[src/design/lle_pkg.sv]
// Shared types and command codes for the linked list engine.
package lle_pkg;

    typedef enum logic [2:0] {
        CMD_INS_FRONT = 3'd0,
        CMD_INS_TAIL  = 3'd1,
        CMD_INS_AFTER = 3'd2,
        CMD_DEL_FRONT = 3'd3,
        CMD_DEL_TAIL  = 3'd4,
        CMD_DEL_KEY   = 3'd5,
        CMD_READ_OUT  = 3'd6,
        CMD_UNUSED    = 3'd7
    } cmd_t;

    typedef enum logic [1:0] {
        ST_DONE  = 2'd0,
        ST_MISS  = 2'd1,
        ST_FULL  = 2'd2,
        ST_SPARE = 2'd3
    } status_t;

    localparam int MAX_OUT = 32;

endpackage

[src/design/lle_ram.sv]
// Generic single-port-write, single-port-read RAM with registered read.
module lle_ram #(
    parameter int WIDTH = 32,
    parameter int DEPTH = 32
) (
    input  logic                     aclk,
    input  logic                     we,
    input  logic [$clog2(DEPTH)-1:0] waddr,
    input  logic [WIDTH-1:0]         wdata,
    input  logic [$clog2(DEPTH)-1:0] raddr,
    output logic [WIDTH-1:0]         rdata
);
    logic [WIDTH-1:0] mem [DEPTH];

    always_ff @(posedge aclk) begin
        if (we) begin
            mem[waddr] <= wdata;
        end
        rdata <= mem[raddr];
    end
endmodule

[src/design/lle_alloc.sv]
// Free bitmap with lowest-free-node search and node release.
module lle_alloc #(
    parameter int CAPACITY = 32
) (
    input  logic                        aclk,
    input  logic                        aresetn,
    input  logic                        take,
    input  logic                        give,
    input  logic [$clog2(CAPACITY)-1:0] give_idx,
    output logic                        any_free,
    output logic [$clog2(CAPACITY)-1:0] free_idx
);
    localparam int IW = $clog2(CAPACITY);

    logic [CAPACITY-1:0] free_reg;
    logic [CAPACITY-1:0] free_next;

    always_comb begin
        free_idx = '0;
        for (int i = CAPACITY - 1; i >= 0; i--) begin
            if (free_reg[i]) begin
                free_idx = IW'(i);
            end
        end
        any_free = |free_reg;
    end

    always_comb begin
        free_next = free_reg;
        if (take) begin
            free_next[free_idx] = 1'b0;
        end
        if (give) begin
            free_next[give_idx] = 1'b1;
        end
    end

    always_ff @(posedge aclk) begin
        if (!aresetn) begin
            free_reg <= '1;
        end else begin
            free_reg <= free_next;
        end
    end

    no_take_when_full: assert property (@(posedge aclk) disable iff (!aresetn)
        take |-> any_free) else $error("node taken from a full pool");
endmodule

[src/design/linked_list_engine.sv]
// Linked list engine top level: sequencer walking a node pool held in RAMs.
//
//  channel | dir | tdata (low bit up)          | tuser  | tlast
//  s_      | in  | cmd[2:0] value[34:3] key[66:35] | -   | -
//  m_      | out | status[1:0] item[33:2]      | -      | last
//
//  With m_ always ready: insert front and insert tail on an empty list go
//  from S_RD straight to S_OUT; delete front passes S_WAIT and S_EVAL first.
//  Tail and key walks pass S_WAIT and S_EVAL for each visited node (one RAM
//  read plus its register) until a nil link or the step bound ends the walk.
//  Read out passes S_EMIT, S_WR2 and S_EVAL per word, at most 32 words.
//  Reset empties the list at once; no clearing pass is needed.
//  s_axis_tready is low from acceptance until the last result word is taken;
//  a stalled m_ side holds the sequencer.
module linked_list_engine #(
    parameter int CAPACITY   = 32,
    parameter int VALUE_BITS = 32
) (
    input  logic        aclk,
    input  logic        aresetn,
    input  logic        s_axis_tvalid,
    output logic        s_axis_tready,
    input  logic [71:0] s_axis_tdata,   // cmd[2:0], value[34:3], key[66:35]
    output logic        m_axis_tvalid,
    input  logic        m_axis_tready,
    output logic [39:0] m_axis_tdata,   // status[1:0], item[33:2]
    output logic        m_axis_tlast
);
    import lle_pkg::*;

    localparam int IW = $clog2(CAPACITY);
    localparam int CW = $clog2(CAPACITY + 1);
    localparam int RW = $clog2(MAX_OUT + 1);

    typedef enum logic [7:0] {
        S_IDLE  = 8'b00000001,
        S_RD    = 8'b00000010,
        S_WAIT  = 8'b00000100,
        S_EVAL  = 8'b00001000,
        S_WR1   = 8'b00010000,
        S_WR2   = 8'b00100000,
        S_EMIT  = 8'b01000000,
        S_OUT   = 8'b10000000
    } state_t;

    state_t state_reg, state_next;

    cmd_t                  cmd_reg;
    logic [VALUE_BITS-1:0] val_reg, key_reg;
    logic [IW-1:0]         head_reg, cur_reg, prev_reg, new_reg;
    logic                  head_nil_reg, prev_nil_reg;
    logic [CW-1:0]         steps_reg;
    logic [RW-1:0]         cnt_reg;
    logic [1:0]            st_reg;
    logic [31:0]           item_reg;
    logic                  last_reg, ovalid_reg;

    // RAM ports
    logic                  v_we, l_we;
    logic [IW-1:0]         v_wa, l_wa, rd_a;
    logic [VALUE_BITS-1:0] v_wd, v_rd;
    logic [IW:0]           l_wd, l_rd;
    logic                  l_nil;
    logic [IW-1:0]         l_nxt;

    lle_ram #(.WIDTH(VALUE_BITS), .DEPTH(CAPACITY)) u_val (
        .aclk(aclk), .we(v_we), .waddr(v_wa), .wdata(v_wd),
        .raddr(rd_a), .rdata(v_rd));
    lle_ram #(.WIDTH(IW + 1), .DEPTH(CAPACITY)) u_link (
        .aclk(aclk), .we(l_we), .waddr(l_wa), .wdata(l_wd),
        .raddr(rd_a), .rdata(l_rd));

    assign l_nil = l_rd[IW];
    assign l_nxt = l_rd[IW-1:0];

    logic          a_take, a_give, a_any;
    logic [IW-1:0] a_gidx, a_fidx;

    lle_alloc #(.CAPACITY(CAPACITY)) u_alloc (
        .aclk(aclk), .aresetn(aresetn), .take(a_take), .give(a_give),
        .give_idx(a_gidx), .any_free(a_any), .free_idx(a_fidx));

    logic       acc, out_fire, hit, walk_end;
    logic [1:0] st_set;
    logic       do_out;

    assign acc      = s_axis_tvalid && s_axis_tready;
    assign out_fire = m_axis_tvalid && m_axis_tready;
    assign s_axis_tready = (state_reg == S_IDLE) && !ovalid_reg;
    assign hit      = (v_rd == key_reg);
    assign walk_end = (steps_reg >= CW'(CAPACITY - 1));

    // sequencer
    logic [IW-1:0] cur_n, prev_n, head_n, new_n;
    logic          head_nil_n, prev_nil_n;
    logic [CW-1:0] steps_n;
    logic [RW-1:0] cnt_n;

    always_comb begin
        state_next = state_reg;
        cur_n = cur_reg; prev_n = prev_reg; head_n = head_reg; new_n = new_reg;
        head_nil_n = head_nil_reg; prev_nil_n = prev_nil_reg;
        steps_n = steps_reg; cnt_n = cnt_reg;
        v_we = 1'b0; v_wa = new_reg; v_wd = val_reg;
        l_we = 1'b0; l_wa = new_reg; l_wd = '0;
        rd_a = cur_reg;
        a_take = 1'b0; a_give = 1'b0; a_gidx = cur_reg;
        do_out = 1'b0; st_set = ST_DONE;
        case (state_reg)
            S_IDLE: begin
                if (acc) begin
                    cur_n = head_reg; prev_nil_n = 1'b1;
                    steps_n = '0; cnt_n = '0;
                    state_next = S_RD;
                end
            end
            S_RD: begin
                // decide per command, issue first read
                state_next = S_WAIT;
                case (cmd_reg)
                    CMD_INS_FRONT, CMD_INS_TAIL: begin
                        if (!a_any) begin
                            do_out = 1'b1; st_set = ST_FULL; state_next = S_OUT;
                        end else begin
                            a_take = 1'b1; new_n = a_fidx;
                            v_we = 1'b1; v_wa = a_fidx; l_we = 1'b1; l_wa = a_fidx;
                            if (cmd_reg == CMD_INS_FRONT || head_nil_reg) begin
                                l_wd = {head_nil_reg || cmd_reg == CMD_INS_TAIL,
                                        head_reg};
                                head_n = a_fidx; head_nil_n = 1'b0;
                                do_out = 1'b1; state_next = S_OUT;
                            end else begin
                                l_wd = {1'b1, {IW{1'b0}}};
                            end
                        end
                    end
                    CMD_INS_AFTER, CMD_DEL_FRONT, CMD_DEL_TAIL,
                    CMD_DEL_KEY, CMD_READ_OUT: begin
                        if (head_nil_reg) begin
                            do_out = 1'b1; st_set = ST_MISS; state_next = S_OUT;
                        end
                    end
                    default: begin
                        do_out = 1'b1; st_set = ST_MISS; state_next = S_OUT;
                    end
                endcase
            end
            S_WAIT: begin
                state_next = S_EVAL;
            end
            S_EVAL: begin
                // RAM data for cur_reg is valid here
                state_next = S_WAIT;
                case (cmd_reg)
                    CMD_INS_TAIL: begin
                        if (l_nil || walk_end) begin
                            l_we = 1'b1; l_wa = cur_reg; l_wd = {1'b0, new_reg};
                            do_out = 1'b1; state_next = S_OUT;
                        end else begin
                            cur_n = l_nxt; rd_a = l_nxt; steps_n = steps_reg + 1'b1;
                        end
                    end
                    CMD_INS_AFTER: begin
                        if (hit) begin
                            if (!a_any) begin
                                do_out = 1'b1; st_set = ST_FULL; state_next = S_OUT;
                            end else begin
                                a_take = 1'b1; new_n = a_fidx;
                                v_we = 1'b1; v_wa = a_fidx;
                                l_we = 1'b1; l_wa = a_fidx; l_wd = l_rd;
                                state_next = S_WR1;
                            end
                        end else if (l_nil || walk_end) begin
                            do_out = 1'b1; st_set = ST_MISS; state_next = S_OUT;
                        end else begin
                            cur_n = l_nxt; rd_a = l_nxt; steps_n = steps_reg + 1'b1;
                        end
                    end
                    CMD_DEL_FRONT: begin
                        head_n = l_nxt; head_nil_n = l_nil;
                        a_give = 1'b1; do_out = 1'b1; state_next = S_OUT;
                    end
                    CMD_DEL_TAIL: begin
                        if (l_nil || walk_end) begin
                            if (prev_nil_reg) begin
                                head_nil_n = 1'b1;
                            end else begin
                                l_we = 1'b1; l_wa = prev_reg; l_wd = {1'b1, {IW{1'b0}}};
                            end
                            a_give = 1'b1; do_out = 1'b1; state_next = S_OUT;
                        end else begin
                            prev_n = cur_reg; prev_nil_n = 1'b0;
                            cur_n = l_nxt; rd_a = l_nxt; steps_n = steps_reg + 1'b1;
                        end
                    end
                    CMD_DEL_KEY: begin
                        if (hit) begin
                            if (prev_nil_reg) begin
                                head_n = l_nxt; head_nil_n = l_nil;
                            end else begin
                                l_we = 1'b1; l_wa = prev_reg; l_wd = l_rd;
                            end
                            a_give = 1'b1; do_out = 1'b1; state_next = S_OUT;
                        end else if (l_nil || steps_reg >= CW'(CAPACITY)) begin
                            do_out = 1'b1; st_set = ST_MISS; state_next = S_OUT;
                        end else begin
                            prev_n = cur_reg; prev_nil_n = 1'b0;
                            cur_n = l_nxt; rd_a = l_nxt; steps_n = steps_reg + 1'b1;
                        end
                    end
                    CMD_READ_OUT: begin
                        do_out = 1'b1; state_next = S_EMIT;
                    end
                    default: begin
                        do_out = 1'b1; st_set = ST_MISS; state_next = S_OUT;
                    end
                endcase
            end
            S_WR1: begin
                l_we = 1'b1; l_wa = cur_reg; l_wd = {1'b0, new_reg};
                do_out = 1'b1; state_next = S_OUT;
            end
            S_EMIT: begin
                // hold until the read-out word is taken, then advance
                if (out_fire) begin
                    if (last_reg) begin
                        state_next = S_IDLE;
                    end else begin
                        cur_n = l_nxt; rd_a = l_nxt;
                        cnt_n = cnt_reg + 1'b1; state_next = S_WR2;
                    end
                end else begin
                    rd_a = cur_reg;
                end
            end
            S_WR2: begin
                state_next = S_EVAL;
            end
            S_OUT: begin
                if (out_fire) begin
                    state_next = S_IDLE;
                end
            end
            default: state_next = S_IDLE;
        endcase
    end

    logic rd_last;
    assign rd_last = l_nil || (cnt_reg >= RW'(MAX_OUT - 1))
                     || (cnt_reg >= RW'(CAPACITY - 1));

    always_ff @(posedge aclk) begin
        if (!aresetn) begin
            state_reg    <= S_IDLE;
            head_nil_reg <= 1'b1;
            ovalid_reg   <= 1'b0;
        end else begin
            state_reg    <= state_next;
            head_nil_reg <= head_nil_n;
            if (out_fire) begin
                ovalid_reg <= 1'b0;
            end
            if (do_out) begin
                ovalid_reg <= 1'b1;
            end
        end
    end

    always_ff @(posedge aclk) begin
        cur_reg <= cur_n; prev_reg <= prev_n; head_reg <= head_n; new_reg <= new_n;
        prev_nil_reg <= prev_nil_n; steps_reg <= steps_n; cnt_reg <= cnt_n;
        if (acc) begin
            cmd_reg <= cmd_t'(s_axis_tdata[2:0]);
            val_reg <= VALUE_BITS'(signed'(s_axis_tdata[34:3]));
            key_reg <= VALUE_BITS'(signed'(s_axis_tdata[66:35]));
        end
        if (do_out) begin
            if (state_reg == S_EVAL && cmd_reg == CMD_READ_OUT) begin
                st_reg   <= ST_DONE;
                item_reg <= 32'(signed'(v_rd));
                last_reg <= rd_last;
            end else begin
                st_reg   <= st_set;
                item_reg <= '0;
                last_reg <= 1'b1;
            end
        end
    end

    assign m_axis_tvalid = ovalid_reg;
    assign m_axis_tdata  = {6'd0, item_reg, st_reg};
    assign m_axis_tlast  = last_reg;

    no_accept_busy: assert property (@(posedge aclk) disable iff (!aresetn)
        acc |=> !s_axis_tready) else $error("word accepted while busy");
    out_only_done: assert property (@(posedge aclk) disable iff (!aresetn)
        m_axis_tvalid |-> (state_reg == S_OUT || state_reg == S_EMIT))
        else $error("result shown outside output states");
    single_ram_write: assert property (@(posedge aclk) disable iff (!aresetn)
        (state_reg == S_IDLE) |-> !l_we && !v_we) else $error("write while idle");
endmodule
[config.mk]
export PLATFORM = sky130hd
export DESIGN_NAME = linked_list_engine
export DESIGN_NICKNAME = d
export VERILOG_FILES = /design/src/design/lle_pkg.sv /design/src/design/lle_ram.sv /design/src/design/lle_alloc.sv /design/src/design/linked_list_engine.sv
export SDC_FILE = /design/constraint.sdc
export NUM_CORES = 2
export LEC_CHECK = 0
export ABC_AREA = 1
export ABC_CLOCK_PERIOD_IN_PS = 4900
export BUFFER_PORTS_ARGS = -buffer_cell sky130_fd_sc_hd__buf_2
export CORE_MARGIN = 1.5
export CORE_UTILIZATION = 60
export DETAILED_ROUTE_END_ITERATION = 7
export MAX_ROUTING_LAYER = met4
export PLACE_DENSITY = 0.77
export SLEW_MARGIN = 0
export SYNTH_ARGS = -nofsm -noshare
export SYNTH_HDL_FRONTEND = slang
export SYNTH_SLANG_ARGS = --single-unit
[constraint.sdc]
create_clock -name aclk -period 4.9 [get_ports aclk]
set_clock_uncertainty 0.05 [all_clocks]
set_input_delay 1.47 -clock aclk [delete_from_list [all_inputs] [get_ports aclk]]
set_output_delay 1.47 -clock aclk [all_outputs]
set_load 0.03 [all_outputs]
# After elaboration in Yosys (flattened, before gate mapping)
# Memory sizes are Yosys's and may differ from the RTL's. A register that Yosys moved wholly into a read port is not among the register bits.
# Cells that the tools add are included.
# totals
mem_count	2
ramBits	1216
regBits	177
wordCells	263
# op_classes
eq_ne	37
n_addsub	2
reduce_logical	34
n_lt_le_gt_ge	7
mux	161
n_bitwise	3
# memory_table
memory	depth	width	read_ports	rd_clocked_by_memory_dff	write_ports	line_no	source
u_val.mem	32	32	1	1	1	lle_ram.sv:13	logic [WIDTH-1:0] mem [DEPTH];
u_link.mem	32	6	1	1	1	lle_ram.sv:13	
# op_table
op	n
$mux 5	56
$mux 6	17
$mux 8	11
$mux 32	2
$pmux 8 s7	1
$pmux 5 s2	5
$pmux 5 s3	3
$mux 1	40
$pmux 6 s3	2
$and 32x32->32	1
$eq 32x32->1	1
$not 32->32	1
$or 32x32->32	1
$pmux 8 s4	1
$reduce_or 32->1	1
$ne 3x3->1 const B	8
$pmux 6 s2	2
$pmux 6 s4	1
$pmux 5 s4	1
$ne 2x2->1 const B	9
$pmux 8 s2	1
$pmux 1 s3	5
$add 6x1->6 const B	2
$ge 6x5->1 const B	2
40 further kinds	70

# Longest topological paths before layout
# logic_depth
word_depth	41
ltp_mapped	39
depth_no_buf	39

# Hierarchy
# A second synthesis with hierarchy kept.
# hier_totals
cells_unflattened	5394
hier_area_um2	59842.4
# by_module_without_submodules
mod	cells_per_inst	seq_area_each_um2	area_per_inst_um2	n_inst
lle_ram (u_val)	3536	31390.1	42405.7	1
lle_ram (u_link)	704	5885.6	8077.7	1
linked_list_engine	833	4204.0	7437.1	1
lle_alloc	321	640.6	1921.8	1

# Worst setup path after synthesis
# No wires, ideal clock.
# synth_path
path_type	register -> register
from	register u_alloc.free_reg[28]
to	memory u_val.mem[26][0], enable pin
setup_time_ps	421
period_less_slack_ps	4142
arrival_ps	3671
path_buffers	0
setup_slack_ps	758
path_stages_with_launch	16
cell_sequence	dfxtp_1 > nor4_1 > nand2_1 > nor3_1 > inv_1 > nor2_1 > inv_1 > o21ai_0 > inv_1 > nor2_1 > inv_1 > a21oi_1 > nor3_1 > nor2_1 > nand2_1 > nor2_1
# synth_between
elab_chain_cells	33
word_cells_on_any_way	42
# synth_rtl
element	line_no	source
start, declared	lle_alloc.sv:15	logic [CAPACITY-1:0] free_reg;
start signal, assigned	lle_alloc.sv:42	free_reg <= free_next;
$mux 5 (29 in series)	lle_alloc.sv:21	if (free_reg[i]) begin
$mux 5	linked_list_engine.sv:122, linked_list_engine.sv:165	
$mux 5	linked_list_engine.sv:164	if (hit) begin
$mux 5	--	
$pmux 5 s2	linked_list_engine.sv:109	case (state_reg)
end, declared	lle_ram.sv:13	
# Several ways; a longest one is shown, not always the timed one.

# Worst setup path in the final report
# layout_path
from	register u_val.rdata[11] (read register of u_val.mem)
to	register u_val.rdata[19] (read register of u_val.mem)
# layout_between
elab_chain_cells	4
word_cells_on_any_way	5
# layout_rtl
element	line_no	source
start, declared	lle_ram.sv:11	output logic [WIDTH-1:0] rdata
$eq 32x32->1 (*)	linked_list_engine.sv:90	assign hit = (v_rd == key_reg);
$mux 5, on equally long branches	linked_list_engine.sv:197, linked_list_engine.sv:164	
$pmux 5 s3 (*)	linked_list_engine.sv:154	case (cmd_reg)
$pmux 5 s2 (*)	linked_list_engine.sv:109	
# Every way passes the cells marked *; elsewhere a longest branch is shown, timed or not.
# A chain may end at the register's enable or synchronous reset.

==> metrics.cfg <==
[run_status]
status = complete, no violations

[worst_setup_path]
crit_arrival_ns = 5.14
critPathKind = reg2reg
crit-reg2reg-capture = u_val.rdata[19]$_DFF_P_
reg2reg_from = u_val.rdata[11]$_DFF_P_
slowest_stage = dfxtp_1
cp-startpoint = u_val.rdata[11]$_DFF_P_
cp_common_cell = nand2_1
cp.required_ns = 5.47
cp-start-kind = flop
cp-end-kind = flop
crit_path_max_incr_delay_ns = 0.53
endpoint = u_val.rdata[19]$_DFF_P_
ff2ff_path_depth = 25
r2r_slack_ns = 0.33
critical_path.max_fanout = 67

[timing]
worst_slew_pin_slew_ns = 1.13
fin_crit_ns = 4.57
tns_ns = 0
finalMaxSlewViolations = 0
clock.fmax_mhz = 219
finalHoldViolCount = 0
fin_crit_sh_pct = 93.2
relSlewSlack_pct = 24.5
rsz0062_at_grt = no
setup_viol = 0
holdWs_ns = 0.448

[cells_and_area]
reg_top3 = u_val.mem x1024, u_link.mem x192
layout_common_cells = edfxtp_1 (1,346), inv_1 (752), nand2_1 (703)
largest-register = u_val.mem
areaGrowthSynthToFinish_pct = 13.2
nets = 5356
largest_reg_flops = 1024
drive_gt1_share_pct = 11.2
utilization_pct = 68.6
num-fill-cells = 6512
final_common_cell = edfxtp_1

[clock_network]
cts_tree = done
cts_setup_buffers = 0
clk_pin_slew_ns = 0.06
cts_resized = 0
cts_buffers = 143
hold_buffers = 0
clockBufferDepth = 3
clock_latency_ns = 0.77
htreeDepth = 4
clock-root-buffer = clkbuf_16
clock-sinks = 1431

[route]
wl_per_cell_um = 22.5
via_count = 40063
drc = 0
drtIter0Drc = 5338
totalWireLength_mm = 150
viasPerCell = 6.00
dr.pass1.iters = 6
ant_nets = 0

[floorplanning]
start_util_pct = 60.6
fp.coreArea_sq_mm = 0.0984
io_pins = 119
die_area_sq_mm = 0.101
rows = 115
die_y_um = 318
die_w_um = 318

[logic_synthesis]
syn_avg_cell_area_sq_um = 11.7
synth.distinct_cells = 57
ys_seq_area_share_pct = 70.6
ys_warn_count = 0
netlist_instances = 5107
synth_seq_cells = 1431
syn_area_sq_mm = 0.0597

[placement]
hpwlAfterDp_mm = 87.4
portBuffers = 107
finalWeightedCongestion = 0.935

[power]
irDropWorstVdd_mv = 0.374
p_leak_nw = 25.4
powerDensity_mw_per_mm2 = 472
power_mw = 31.9

[worst_hold_path]
min_path_type = reg2reg

[global_route]
grt_pass1_wl_mm = 225
antenna_found_initial = 6
grt_overflow_total = 0
grt_pass1_vias = 38297
grt_start_max_net_pins = 169
grt_usage_pct = 30.5

[flow_run]
drv_cap = 0

[area by class of cell]
cell class | instances | area (sq um) | share of cell area (%)
antenna | 2 | 5.00 | 0.00741
timing repair buffer | 306 | 2760 | 4.08
clock inverter | 75 | 692 | 1.02
clock buffer | 182 | 3890 | 5.76
multi-input combinational | 2608 | 13500 | 20.0
tap | 1287 | 1610 | 2.38
inverter | 787 | 2970 | 4.40
sequential | 1431 | 42100 | 62.4
[worst min-delay path by stage]
stage / start / endpoint / slack (ns) / depth (start not counted)
after floorplan: a_gidx[0]$_DFFE_PP_ / prev_reg[0]$_DFFE_PP_ / 0.37 / 0
after global placement: u_alloc.free_reg[0]$_SDFF_PN1_ / u_alloc.free_reg[0]$_SDFF_PN1_ / 0.44 / 2
after detailed placement: u_alloc.free_reg[0]$_SDFF_PN1_ / u_alloc.free_reg[0]$_SDFF_PN1_ / 0.44 / 2
after CTS: u_alloc.free_reg[22]$_SDFF_PN1_ / u_alloc.free_reg[22]$_SDFF_PN1_ / 0.45 / 2
after global routing: u_alloc.free_reg[22]$_SDFF_PN1_ / u_alloc.free_reg[22]$_SDFF_PN1_ / 0.49 / 2
final: u_alloc.free_reg[23]$_SDFF_PN1_ / u_alloc.free_reg[23]$_SDFF_PN1_ / 0.45 / 2
[synth_stat cells (all sizes together)]
master / n / area (sq um)
a2111oi: 3 / 26.3
a211o: 1 / 8.76
a211oi: 8 / 60.1
a21oi: 336 / 1690
a221oi: 3 / 32.5
a311oi: 3 / 26.3
a31oi: 2 / 12.5
a41oi: 1 / 8.76
and2: 2 / 15.0
buf: 164 / 928
clkbuf: 122 / 458
clkinv: 2 / 8.75
conb: 1 / 3.75
dfxtp: 85 / 1700
edfxtp: 1346 / 40400
ha: 3 / 37.5
inv: 785 / 2950
nand2: 706 / 2660
nand3: 499 / 2500
nand3b: 2 / 15.0
nand4: 12 / 75.1
nor2: 203 / 800
nor3: 13 / 65.1
nor3b: 2 / 15.0
nor4: 14 / 124
o2111ai: 9 / 85.1
o211ai: 341 / 2570
o21ai: 382 / 1910
o21bai: 2 / 15.0
o221ai: 3 / 26.3
o22ai: 3 / 18.8
o2bb2ai: 1 / 8.76
o311ai: 12 / 105
o31ai: 2 / 15.0
or2: 15 / 93.8
or3: 1 / 6.26
xnor2: 18 / 158
[metrics by stage]
stage	setup WS [ns]	instance area, sq um	instances
2_1_floorplan	0.758	59700	5112
3_3_place_gp	0.511	63000	6419
3_5_place_dp	0.519	63000	6419
4_1_cts	0.419	67500	6676
5_1_grt	0.138	67600	6677
6_report	0.332	67600	6678
[power breakdown]
part	internal, mW	switching [mW]	total, mW
Combinational	1.82	4.25	6.07
Sequential	14.4	0.844	15.2
Clock	5.94	4.61	10.5
[critical path: cells and delay by family (launching register included)]
kind / cells / cell delay [ns]
AO/OA/AOI/OAI: 6 / 0.92
buffers and inverters: 5 / 0.98
flip-flops: 1 / 0.53
AND/OR/NAND/NOR: 14 / 1.85
[kinds of logic (layout without fill, tap and decap cells)]
family	count (synthesis)	in the layout	synth area share, %
AO/OA/AOI/OAI	1112	1112	11.1
XOR/XNOR	18	18	0.264
adder cells (fa/ha/maj)	3	3	0.0629
buffers and inverters	1073	1350	7.28
flip-flops	1431	1431	70.6
other	1	8	0.00629
AND/OR/NAND/NOR	1469	1469	10.7
[layer usage]
layer / vias up / global-route usage [%] / share of wire [%]
met5: - / - / 0
met4: 0 / 11.3 / 3.5
met3: 342 / 5.30 / 11
met2: 2174 / 46.5 / 47
met1: 19236 / 41.6 / 39
li1: 18311 / - / -
(Power assumes the default switching activity.)
